`src/rtl/core/prrs_pkg.sv`:
```
package prrs_pkg;

  // Fixed field widths
  localparam int LVL_W   = 4;
  localparam int REM_W   = 12;
  localparam int Q_W     = 8;
  localparam int TIME_W  = 18;
  localparam int SUM_W   = 24;
  localparam int TIDX_W  = 5;
  localparam int TCNT_W  = 6;
  localparam int IN_DW   = 16;
  localparam int OUT_DW  = 88;

  // Default configuration
  localparam int DEF_MAX_TASKS    = 32;
  localparam int DEF_TOP_LEVEL    = 10;
  localparam int DEF_BOTTOM_LEVEL = 1;
  localparam logic [Q_W-1:0] QUANTUM_RST = 8'd10;

  // Saturation limits
  localparam logic [TIME_W-1:0] TIME_MAX = 18'h3FFFF;
  localparam logic [SUM_W-1:0]  SUM_MAX  = 24'hFFFFFF;

  // Input word kinds (tuser)
  typedef enum logic {
    OP_ADD  = 1'b0,
    OP_STEP = 1'b1
  } prrs_op_t;

  // Result word kinds (tuser)
  typedef enum logic [1:0] {
    ST_ADD_OK  = 2'd0,
    ST_SLICE   = 2'd1,
    ST_NONE    = 2'd2,
    ST_ADD_REJ = 2'd3
  } prrs_status_t;

  // Write command broadcast to the cells
  typedef struct packed {
    logic             en;
    logic             set_level;
    logic [LVL_W-1:0] level;
    logic [REM_W-1:0] rem;
    logic             live;
  } prrs_cmd_t;

endpackage

```
`src/rtl/core/prrs_cell.sv`:
```
module prrs_cell
  import prrs_pkg::*;
#(
  parameter int IDX_W = 5,
  parameter int INDEX = 0
) (
  input  logic             clk,
  input  logic             rst_n,
  // step context
  input  logic [LVL_W-1:0] serving,
  input  logic [IDX_W-1:0] ptr,
  // entry write
  input  prrs_cmd_t        cmd,
  input  logic [IDX_W-1:0] cmd_idx,
  // search word from the previous cell
  input  logic             q_found_i,
  input  logic [LVL_W-1:0] q_lvl_i,
  input  logic [IDX_W-1:0] q_idx_i,
  input  logic [REM_W-1:0] q_rem_i,
  // search word to the next cell
  output logic             q_found_o,
  output logic [LVL_W-1:0] q_lvl_o,
  output logic [IDX_W-1:0] q_idx_o,
  output logic [REM_W-1:0] q_rem_o
);

  localparam logic [IDX_W-1:0] MY_IDX = IDX_W'(INDEX);

  logic             live_r;
  logic [LVL_W-1:0] level_r;
  logic [REM_W-1:0] rem_r;

  logic             q_found_r;
  logic [LVL_W-1:0] q_lvl_r;
  logic [IDX_W-1:0] q_idx_r;
  logic [REM_W-1:0] q_rem_r;

  logic cand;
  logic wrap_fix;
  logic take;

  // A live entry at or below the serving level replaces the running best:
  // higher level wins, first index wins on a tie, except that at the serving
  // level an entry at or past the rotation pointer beats one before it.
  always_comb begin
    cand     = live_r && (level_r <= serving);
    wrap_fix = (level_r == serving) && (q_lvl_i == serving) &&
               (q_idx_i < ptr) && (MY_IDX >= ptr);
    take     = cand && (!q_found_i || (level_r > q_lvl_i) || wrap_fix);
  end

  // Entry storage
  always_ff @(posedge clk) begin
    if (!rst_n) begin
      live_r <= 1'b0;
    end else if (cmd.en && (cmd_idx == MY_IDX)) begin
      live_r <= cmd.live;
    end
  end

  always_ff @(posedge clk) begin
    if (cmd.en && (cmd_idx == MY_IDX)) begin
      rem_r <= cmd.rem;
      if (cmd.set_level) begin
        level_r <= cmd.level;
      end
    end
  end

  // Search word stage
  always_ff @(posedge clk) begin
    if (take) begin
      q_found_r <= 1'b1;
      q_lvl_r   <= level_r;
      q_idx_r   <= MY_IDX;
      q_rem_r   <= rem_r;
    end else begin
      q_found_r <= q_found_i;
      q_lvl_r   <= q_lvl_i;
      q_idx_r   <= q_idx_i;
      q_rem_r   <= q_rem_i;
    end
  end

  assign q_found_o = q_found_r;
  assign q_lvl_o   = q_lvl_r;
  assign q_idx_o   = q_idx_r;
  assign q_rem_o   = q_rem_r;

endmodule

```
`src/rtl/core/prrs_ctrl.sv`:
```
module prrs_ctrl
  import prrs_pkg::*;
#(
  parameter int MAX_TASKS    = DEF_MAX_TASKS,
  parameter int TOP_LEVEL    = DEF_TOP_LEVEL,
  parameter int BOTTOM_LEVEL = DEF_BOTTOM_LEVEL,
  parameter int IDX_W        = $clog2(MAX_TASKS),
  parameter int CNT_W        = $clog2(MAX_TASKS + 1)
) (
  input  logic              clk,
  input  logic              rst_n,
  // input channel
  input  logic              in_tvalid,
  output logic              in_tready,
  input  logic [IN_DW-1:0]  in_tdata,
  input  logic              in_tuser,
  // result channel
  output logic              out_tvalid,
  input  logic              out_tready,
  output logic [OUT_DW-1:0] out_tdata,
  output logic [1:0]        out_tuser,
  // configuration
  input  logic              cfg_wr_en,
  input  logic [Q_W-1:0]    cfg_wr_data,
  // cell chain
  output logic [LVL_W-1:0]  serving,
  output logic [IDX_W-1:0]  ptr,
  output prrs_cmd_t         cmd,
  output logic [IDX_W-1:0]  cmd_idx,
  input  logic              q_found,
  input  logic [LVL_W-1:0]  q_lvl,
  input  logic [IDX_W-1:0]  q_idx,
  input  logic [REM_W-1:0]  q_rem
);

  typedef enum logic [1:0] {
    S_IDLE,
    S_SCAN,
    S_DONE
  } state_t;

  localparam logic [IDX_W-1:0] LAST_IDX = IDX_W'(MAX_TASKS - 1);
  localparam logic [CNT_W-1:0] FULL_CNT = CNT_W'(MAX_TASKS);
  localparam logic [LVL_W-1:0] TOP_LVL  = LVL_W'(TOP_LEVEL);
  localparam logic [LVL_W-1:0] BOT_LVL  = LVL_W'(BOTTOM_LEVEL);

  state_t            state_r;
  logic [IDX_W-1:0]  cnt_r;
  logic              op_r;
  logic [LVL_W-1:0]  pri_r;
  logic [REM_W-1:0]  burst_r;
  logic              res_found_r;
  logic [LVL_W-1:0]  res_lvl_r;
  logic [IDX_W-1:0]  res_idx_r;
  logic [REM_W-1:0]  res_rem_r;
  logic [CNT_W-1:0]  count_r;
  logic [CNT_W-1:0]  live_cnt_r;
  logic [LVL_W-1:0]  serving_r;
  logic [IDX_W-1:0]  ptr_r;
  logic [TIME_W-1:0] elapsed_r;
  logic [SUM_W-1:0]  tsum_r;
  logic              stepping_r;
  logic [Q_W-1:0]    quantum_r;
  logic              out_valid_r;
  logic [OUT_DW-1:0] out_tdata_r;
  logic [1:0]        out_tuser_r;

  logic              commit;
  logic              add_ok;
  logic [Q_W-1:0]    slice;
  logic [REM_W-1:0]  new_rem;
  logic              fin;
  logic [TIME_W:0]   el_sum;
  logic [TIME_W-1:0] el_sat;
  logic [SUM_W:0]    ts_sum;
  logic [SUM_W-1:0]  ts_sat;

  prrs_status_t      st_o;
  logic [TIDX_W-1:0] idx_o;
  logic [Q_W-1:0]    slice_o;
  logic              fin_o;
  logic [CNT_W-1:0]  count_nxt;
  logic [CNT_W-1:0]  live_cnt_nxt;
  logic [TIME_W-1:0] elapsed_nxt;
  logic [SUM_W-1:0]  tsum_nxt;
  logic [LVL_W-1:0]  serving_nxt;
  logic [IDX_W-1:0]  ptr_nxt;
  logic [SUM_W-1:0]  wait_o;

  assign commit    = (state_r == S_DONE) && (!out_valid_r || out_tready);
  assign in_tready = (state_r == S_IDLE);

  // Slice arithmetic with saturating time and sum
  always_comb begin
    add_ok  = !stepping_r && (count_r < FULL_CNT) &&
              (pri_r <= TOP_LVL) && (pri_r >= BOT_LVL);
    slice   = (res_rem_r > REM_W'(quantum_r)) ? quantum_r : res_rem_r[Q_W-1:0];
    new_rem = res_rem_r - REM_W'(slice);
    fin     = (new_rem == '0);
    el_sum  = {1'b0, elapsed_r} + (TIME_W+1)'(slice);
    el_sat  = (el_sum > (TIME_W+1)'(TIME_MAX)) ? TIME_MAX : el_sum[TIME_W-1:0];
    ts_sum  = {1'b0, tsum_r} + (SUM_W+1)'(el_sat);
    ts_sat  = (ts_sum > (SUM_W+1)'(SUM_MAX)) ? SUM_MAX : ts_sum[SUM_W-1:0];
  end

  // Result word and next state
  always_comb begin
    st_o         = ST_NONE;
    idx_o        = '0;
    slice_o      = '0;
    fin_o        = 1'b0;
    count_nxt    = count_r;
    live_cnt_nxt = live_cnt_r;
    elapsed_nxt  = elapsed_r;
    tsum_nxt     = tsum_r;
    serving_nxt  = serving_r;
    ptr_nxt      = ptr_r;
    cmd          = '0;
    cmd_idx      = res_idx_r;
    if (op_r == OP_ADD) begin
      cmd_idx = count_r[IDX_W-1:0];
      if (add_ok) begin
        st_o          = ST_ADD_OK;
        idx_o         = TIDX_W'(count_r);
        count_nxt     = count_r + 1'b1;
        live_cnt_nxt  = live_cnt_r + 1'b1;
        cmd.en        = commit;
        cmd.set_level = 1'b1;
        cmd.level     = pri_r;
        cmd.rem       = burst_r;
        cmd.live      = 1'b1;
      end else begin
        st_o = ST_ADD_REJ;
      end
    end else if (res_found_r) begin
      st_o        = ST_SLICE;
      idx_o       = TIDX_W'(res_idx_r);
      slice_o     = slice;
      fin_o       = fin;
      elapsed_nxt = el_sat;
      serving_nxt = res_lvl_r;
      ptr_nxt     = (res_idx_r == LAST_IDX) ? '0 : res_idx_r + 1'b1;
      cmd.en      = commit;
      cmd.rem     = new_rem;
      cmd.live    = !fin;
      if (fin) begin
        tsum_nxt     = ts_sat;
        live_cnt_nxt = live_cnt_r - 1'b1;
      end
    end
    wait_o = ((live_cnt_nxt == '0) && (tsum_nxt > SUM_W'(elapsed_nxt))) ?
             (tsum_nxt - SUM_W'(elapsed_nxt)) : '0;
  end

  // Sequencer, task counters and result register
  always_ff @(posedge clk) begin
    if (!rst_n) begin
      state_r     <= S_IDLE;
      cnt_r       <= '0;
      count_r     <= '0;
      live_cnt_r  <= '0;
      serving_r   <= TOP_LVL;
      ptr_r       <= '0;
      elapsed_r   <= '0;
      tsum_r      <= '0;
      stepping_r  <= 1'b0;
      quantum_r   <= QUANTUM_RST;
      out_valid_r <= 1'b0;
    end else begin
      if (cfg_wr_en) begin
        quantum_r <= cfg_wr_data;
      end
      // result register: load at commit, free once taken
      if (commit) begin
        out_valid_r <= 1'b1;
      end else if (out_valid_r && out_tready) begin
        out_valid_r <= 1'b0;
      end
      case (state_r)
        S_IDLE: begin
          if (in_tvalid) begin
            op_r    <= in_tuser;
            pri_r   <= in_tdata[LVL_W-1:0];
            burst_r <= in_tdata[LVL_W +: REM_W];
            cnt_r   <= '0;
            state_r <= (in_tuser == OP_STEP) ? S_SCAN : S_DONE;
          end
        end
        S_SCAN: begin
          if (cnt_r == LAST_IDX) begin
            res_found_r <= q_found;
            res_lvl_r   <= q_lvl;
            res_idx_r   <= q_idx;
            res_rem_r   <= q_rem;
            state_r     <= S_DONE;
          end else begin
            cnt_r <= cnt_r + 1'b1;
          end
        end
        S_DONE: begin
          if (commit) begin
            count_r     <= count_nxt;
            live_cnt_r  <= live_cnt_nxt;
            elapsed_r   <= elapsed_nxt;
            tsum_r      <= tsum_nxt;
            serving_r   <= serving_nxt;
            ptr_r       <= ptr_nxt;
            if (op_r == OP_STEP) begin
              stepping_r <= 1'b1;
            end
            out_tuser_r <= st_o;
            out_tdata_r <= {2'b00, TCNT_W'(count_nxt), wait_o, tsum_nxt,
                            elapsed_nxt, fin_o, slice_o, idx_o};
            state_r     <= S_IDLE;
          end
        end
        default: begin
          state_r <= S_IDLE;
        end
      endcase
    end
  end

  assign out_tvalid = out_valid_r;
  assign out_tdata  = out_tdata_r;
  assign out_tuser  = out_tuser_r;
  assign serving    = serving_r;
  assign ptr        = ptr_r;

  // Live tasks are a subset of accepted tasks
  a_live_le_count: assert property (@(posedge clk) disable iff (!rst_n)
    live_cnt_r <= count_r)
    else $error("live count above accepted count");

  // A found task never sits above the serving level or below the bottom level
  a_found_level: assert property (@(posedge clk) disable iff (!rst_n)
    (state_r == S_DONE && op_r == OP_STEP && res_found_r) |->
      (res_lvl_r <= serving_r && res_lvl_r >= BOT_LVL))
    else $error("scan picked a task outside the level range");

  // Every commit loads the result register
  a_commit_out: assert property (@(posedge clk) disable iff (!rst_n)
    commit |=> out_valid_r)
    else $error("result word lost at commit");

  // No task enters the table once stepping has begun
  a_no_late_add: assert property (@(posedge clk) disable iff (!rst_n)
    (commit && op_r == OP_ADD && stepping_r) |=> $stable(count_r))
    else $error("add accepted after stepping began");

endmodule

```
`src/rtl/core/priority_round_robin_scheduler_top.sv`:
```
// Channel | Direction | Handshake         | Word
// in_     | slave     | tvalid / tready   | tdata: priority_req, burst; tuser: opcode
// out_    | master    | tvalid / tready   | tdata: result fields; tuser: status
// cfg_    | write     | wr_en             | wr_data: quantum
//
// An add is accepted and then committed. A step scans the cell chain: the
// search word walks the cell chain one cell per cycle, then the chosen entry
// is updated at commit.
// Synchronous active-low reset clears the live bits, counters and totals;
// entry level and remaining time are written on add and need no reset.
// A new word is taken while the previous result waits; the commit of that
// word stalls until the result register is free.
module priority_round_robin_scheduler_top
  import prrs_pkg::*;
#(
  parameter int MAX_TASKS    = DEF_MAX_TASKS,
  parameter int TOP_LEVEL    = DEF_TOP_LEVEL,
  parameter int BOTTOM_LEVEL = DEF_BOTTOM_LEVEL
) (
  input  logic              clk,
  input  logic              rst_n,
  input  logic              in_tvalid,
  output logic              in_tready,
  input  logic [IN_DW-1:0]  in_tdata,   // priority_req[3:0], burst[15:4]
  input  logic              in_tuser,   // opcode[0]
  output logic              out_tvalid,
  input  logic              out_tready,
  // task_index[4:0], slice_length[12:5], finished[13], time_now[31:14],
  // turnaround_total[55:32], wait_total[79:56], task_count[85:80], zeros
  output logic [OUT_DW-1:0] out_tdata,
  output logic [1:0]        out_tuser,  // status[1:0]
  input  logic              cfg_wr_en,
  input  logic [Q_W-1:0]    cfg_wr_data
);

  localparam int IDX_W = $clog2(MAX_TASKS);
  localparam int CNT_W = $clog2(MAX_TASKS + 1);

  logic [LVL_W-1:0] serving;
  logic [IDX_W-1:0] ptr;
  prrs_cmd_t        cmd;
  logic [IDX_W-1:0] cmd_idx;

  // Search word taps along the chain
  logic             q_found [MAX_TASKS+1];
  logic [LVL_W-1:0] q_lvl   [MAX_TASKS+1];
  logic [IDX_W-1:0] q_idx   [MAX_TASKS+1];
  logic [REM_W-1:0] q_rem   [MAX_TASKS+1];

  // Empty search word enters the first cell
  assign q_found[0] = 1'b0;
  assign q_lvl[0]   = '0;
  assign q_idx[0]   = '0;
  assign q_rem[0]   = '0;

  for (genvar k = 0; k < MAX_TASKS; k++) begin : g_cell
    prrs_cell #(
      .IDX_W (IDX_W),
      .INDEX (k)
    ) u_cell (
      .clk       (clk),
      .rst_n     (rst_n),
      .serving   (serving),
      .ptr       (ptr),
      .cmd       (cmd),
      .cmd_idx   (cmd_idx),
      .q_found_i (q_found[k]),
      .q_lvl_i   (q_lvl[k]),
      .q_idx_i   (q_idx[k]),
      .q_rem_i   (q_rem[k]),
      .q_found_o (q_found[k+1]),
      .q_lvl_o   (q_lvl[k+1]),
      .q_idx_o   (q_idx[k+1]),
      .q_rem_o   (q_rem[k+1])
    );
  end

  prrs_ctrl #(
    .MAX_TASKS    (MAX_TASKS),
    .TOP_LEVEL    (TOP_LEVEL),
    .BOTTOM_LEVEL (BOTTOM_LEVEL),
    .IDX_W        (IDX_W),
    .CNT_W        (CNT_W)
  ) u_ctrl (
    .clk         (clk),
    .rst_n       (rst_n),
    .in_tvalid   (in_tvalid),
    .in_tready   (in_tready),
    .in_tdata    (in_tdata),
    .in_tuser    (in_tuser),
    .out_tvalid  (out_tvalid),
    .out_tready  (out_tready),
    .out_tdata   (out_tdata),
    .out_tuser   (out_tuser),
    .cfg_wr_en   (cfg_wr_en),
    .cfg_wr_data (cfg_wr_data),
    .serving     (serving),
    .ptr         (ptr),
    .cmd         (cmd),
    .cmd_idx     (cmd_idx),
    .q_found     (q_found[MAX_TASKS]),
    .q_lvl       (q_lvl[MAX_TASKS]),
    .q_idx       (q_idx[MAX_TASKS]),
    .q_rem       (q_rem[MAX_TASKS])
  );

endmodule

```
`config.mk`:
```
export PLATFORM = sky130hd
export DESIGN_NAME = priority_round_robin_scheduler_top
export DESIGN_NICKNAME = d
export VERILOG_FILES = /design/src/rtl/core/prrs_pkg.sv /design/src/rtl/core/prrs_cell.sv /design/src/rtl/core/prrs_ctrl.sv /design/src/rtl/core/priority_round_robin_scheduler_top.sv
export SDC_FILE = /design/constraint.sdc
export NUM_CORES = 2
export LEC_CHECK = 0
export BUFFER_PORTS_ARGS = -buffer_cell sky130_fd_sc_hd__buf_2
export CORE_MARGIN = 3
export CORE_UTILIZATION = 49
export CTS_BUF_LIST = sky130_fd_sc_hd__clkbuf_16
export DETAILED_ROUTE_END_ITERATION = 10
export GPL_TIMING_DRIVEN = 0
export PLACE_DENSITY = 0.69
export SLEW_MARGIN = 20
export SYNTH_ARGS = -nofsm -noshare
export SYNTH_HDL_FRONTEND = slang
export SYNTH_HIERARCHICAL = 1
export SYNTH_SLANG_ARGS = --single-unit
```
`constraint.sdc`:
```
create_clock -name clk -period 21.4 [get_ports clk]
set_clock_uncertainty 0.05 [all_clocks]
set_input_delay 2.14 -clock clk [delete_from_list [all_inputs] [get_ports clk]]
set_output_delay 2.14 -clock clk [all_outputs]
set_load 0.05 [all_outputs]
```
==> flow_summary.yaml <==
outcome:
  run_status: "completed"
clocking:
  cts_tree: "done"
  postCtsResizedCells: 0
  cts-root-buf: "sky130_fd_sc_hd__clkbuf_16"
  post_cts_repair_timing_setup_buffer_count: 0
  clockBufferDepth: 3
  clkLatencyLatePin_ns: 0.78
  path_clk_slew_ns: 0.06
  cts_hold_repair.buffers: 0
  cts_max_level: 4
  tritoncts_num_sinks: 1455
  cts_inserted_buffers: 151
synth:
  synth-warning-count: 6
  ys_ff_latch: 1455
  synth_top_family_by_area: "simple AND/OR/NAND/NOR gates"
  cell_area_after_synthesis_sq_mm: 0.0666
  synth.top_cells.by_count: "sky130_fd_sc_hd__dfxtp_1 (816), sky130_fd_sc_hd__edfxtp_1 (639), sky130_fd_sc_hd__ha_1 (453), sky130_fd_sc_hd__inv_1 (441), sky130_fd_sc_hd__mux2_4 (273)"
  synth.mux.area_fraction: 0.101
  synth-main-ff-cell: "sky130_fd_sc_hd__dfxtp_1"
  yosysSeqAreaShare: 0.533
  xor_xnor_portion_of_the_synthesized_cell_area: 0.0246
  number_of_synthesized_flops_with_an_enable_pin: 639
  syn_area_per_cell_sq_um: 12.3
  portion_of_synthesized_cell_area_occupied_by_the_leading_cell_type: 0.288
  cell_count_after_synthesis: 5403
  post_synth_main_area_contributors: "sky130_fd_sc_hd__edfxtp_1 (29%), sky130_fd_sc_hd__dfxtp_1 (25%), sky130_fd_sc_hd__ha_1 (8.5%)"
  most_frequent_cell_after_synthesis: "sky130_fd_sc_hd__dfxtp_1"
  yosys.area_share.simple: 0.109
  post-synth-top-area-cell: "sky130_fd_sc_hd__edfxtp_1"
  synthesized_area_fraction_occupied_by_ao_oa_aoi_and_oai_cells: 0.101
  ys_async_sr_fraction: 0
  synth.lib_cells_used.distinct: 129
  yosys.area_share.adder: 0.0864
setup_path:
  crit_path_max_fanout: 10
  slowest_stage: "sky130_fd_sc_hd__a2111oi_0"
  cp_top_family: "compound AO/OA/AOI/OAI gates"
  critical-path-top-cell-by-count: "sky130_fd_sc_hd__o21a_1"
  worstSetupPathType: "register to register"
  arrival_ns: 12.45
  cp-start-kind: "register"
  worstSetupEndpointType: "register"
  cp.buffers_inverters: 4
  critical-path-max-stage-delay_ns: 0.77
  critPathRequiredTime_ns: 21.86
detailed_routing:
  ant_nets: 0
  drt_iter0_markers: 3403
  dr.pass1.iters: 6
  detail_route.wirelength_microns: 167000
  route.detailed.vias_per_inst: 5.64
  post_drt_wl_per_cell_microns: 21.7
  routed-via-count: 43309
  detail_route.drc_violations: 0
power_and_ir_drop:
  power.net_switching_mw: 1.41
  vdd_drop_max_mv: 0.0667
  clock_power_share: 0.416
  switching_share: 0.232
  internal_power_mw: 4.68
  power.leakage_nw: 30.2
  power.density_mw_per_mm2: 80.3
  combPwrFrac: 0.075
  sequentialPowerShare: 0.509
timing:
  fmaxAchievable_mhz: 83.4
  timing.setup.tns_ns: 0
  setup-violations-final: 0
  layout_worst_path_cycle_share: 0.561
  maxSlewHeadroom: 0.198
  final.min_clock_period_ns: 12.00
  worst_pin_slew_ns: 1.20
  final.setup.worst_slack_ns: 9.40
  finalHoldViolCount: 0
  unrepaired_setup_endpoints_after_global_routing: "false"
  hold_ws_ns: 0.344
  slew_violations: 0
placed_design:
  dp_hpwl_microns: 117000
  io_buffer_count: 118
  placement.cell_area_sq_mm: 0.0709
  gpl.final_weighted_congestion: 0.905
  place_ws_ns: 9.77
grt:
  global_route.usage.total: 0.233
  grt-ovfl-total: 0
  number_of_global_route_vias_before_repair: 43010
  grt_first_pass_wirelength_microns: 254000
  grt_antenna_before_repair: 7
  grt_max_degree: 40
run:
  cap_violations: 0
layout:
  areaGrowthSynthToFinish_pct: 13.8
  post-route-cell-area_sq_mm: 0.0758
  post_route_cells_drive_above_1_share: 0.190
  layout.nets: 6262
floorplanning:
  placeableCoreArea_sq_mm: 0.134
  die-area_sq_mm: 0.140
  chipWidth_microns: 375
  floorplan.initialDensity: 0.496
  die_h_microns: 375
  row_count: 134
  floorplan.io_pins: 122
hold_path:
  type_of_the_worst_min_delay_path: "register to register"
worst register-to-register path, delay by kind of cell, from the launching register on:
| kind | cells | cell delay [ns] |
|---|---|---|
| compound gates | 16 | 4.70 |
| mux | 1 | 0.16 |
| flops | 1 | 0.45 |
| simple gates | 15 | 3.21 |
| buf+inv | 4 | 1.81 |
| fa+ha+maj | 4 | 1.34 |
through the flow:
| step | util | cells | power [mW] |
|---|---|---|---|
| 3_5_place_dp | 0.528 | 7390 | 3.61 |
| 2_1_floorplan | - | 5439 | 3.44 |
| 3_3_place_gp | 0.518 | 7325 | 3.59 |
| 4_1_cts | 0.565 | 7673 | 6.14 |
| 5_1_grt | 0.565 | 7673 | 6.30 |
| 6_report | 0.565 | 7674 | 6.09 |
cell usage in the layout (no fill, tap or decap), types with 53 or more instances in the layout:
cell / Yosys / routed
sky130_fd_sc_hd__o211ai_1: 66 / 66
sky130_fd_sc_hd__ha_1: 453 / 453
sky130_fd_sc_hd__nand2_1: 260 / 260
sky130_fd_sc_hd__inv_1: 441 / 484
sky130_fd_sc_hd__nor2_1: 149 / 143
sky130_fd_sc_hd__dfxtp_1: 816 / 807
sky130_fd_sc_hd__buf_2: 26 / 145
sky130_fd_sc_hd__clkbuf_16: 0 / 159
sky130_fd_sc_hd__o2111ai_1: 64 / 64
sky130_fd_sc_hd__mux2_4: 273 / 275
sky130_fd_sc_hd__a21boi_0: 59 / 59
sky130_fd_sc_hd__mux2_1: 53 / 53
sky130_fd_sc_hd__a21oi_1: 204 / 204
sky130_fd_sc_hd__nand3_1: 110 / 110
sky130_fd_sc_hd__nand2b_1: 91 / 91
sky130_fd_sc_hd__nand4_1: 126 / 126
sky130_fd_sc_hd__xnor2_1: 83 / 83
sky130_fd_sc_hd__edfxtp_1: 639 / 639
sky130_fd_sc_hd__nor2b_1: 119 / 119
sky130_fd_sc_hd__o21ai_0: 86 / 80
sky130_fd_sc_hd__and2_1: 71 / 67
sky130_fd_sc_hd__buf_6: 55 / 61
sky130_fd_sc_hd__mux2_2: 137 / 135
sky130_fd_sc_hd__clkbuf_1: 77 / 77
sky130_fd_sc_hd__xor2_1: 104 / 104
routing by layer:
| layer | up-vias | GRT usage | routed length, microns |
|---|---|---|---|
| met5 | - | 0 | 11 |
| met4 | 2 | 0.0814 | 5580 |
| li1 | 20465 | - | - |
| met3 | 352 | 0.0341 | 8030 |
| met1 | 21181 | 0.304 | 72700 |
| met2 | 1309 | 0.396 | 80300 |
layout make-up:
| type | count | area [sq um] |
|---|---|---|
| Fill cell | 10884 | 58500 |
| Sequential cell | 1455 | 35600 |
| Multi-Input combinational cell | 3356 | 28500 |
| Clock buffer | 159 | 3980 |
| Tap cell | 1768 | 2210 |
| Timing Repair Buffer | 183 | 1700 |
| Inverter | 441 | 1660 |
| Buffer | 187 | 1340 |
| Clock inverter | 124 | 890 |
| Antenna cell | 1 | 2.50 |
flip-flops by register name, indices dropped and copies added, names as in the netlist, 32 cells and up:
name	flops
u_ctrl/out_tdata	86
g_cell.u_cell/q_rem_o	384
g_cell.u_cell/live_r	32
g_cell.u_cell/q_idx_o	160
g_cell.u_cell/rem_r	384
g_cell.u_cell/q_lvl_o	128
g_cell.u_cell/level_r	128
g_cell.u_cell/q_found_o	32
power groups by stage:
stage          clock [mW]  combinational (mW)  sequential (mW)
2_1_floorplan           0               0.310             3.13
3_3_place_gp            0               0.424             3.17
3_5_place_dp            0               0.455             3.16
4_1_cts              2.58               0.459             3.10
5_1_grt              2.69               0.501             3.11
6_report             2.53               0.459             3.10
cells by family (layout without fill, tap and decap cells):
logic type | count (synthesis) | in the layout
and+or+nand+nor | 1265 | 1265
buffers and inverters | 628 | 1094
other | 2 | 39
AOI/OAI and AO/OA | 897 | 897
DFF | 1455 | 1455
muxes | 511 | 511
adders and majority gates | 458 | 458
xor gates and xnor gates | 187 | 187
path summary, 6_finish.rpt:
path                                 from                    to  slack [ns]  cells past startpoint
min reg2reg  g_cell[31].u_cell/q_rem_o[3]   u_ctrl/res_rem_r[3]        0.34                      0
max reg2reg           u_ctrl/res_rem_r[1]  u_ctrl/out_tdata[58]        9.40                     40
max                   u_ctrl/res_rem_r[1]  u_ctrl/out_tdata[58]        9.40                     40
min          g_cell[31].u_cell/q_rem_o[3]   u_ctrl/res_rem_r[3]        0.34                      0
Power figures use the tool's default switching activity.
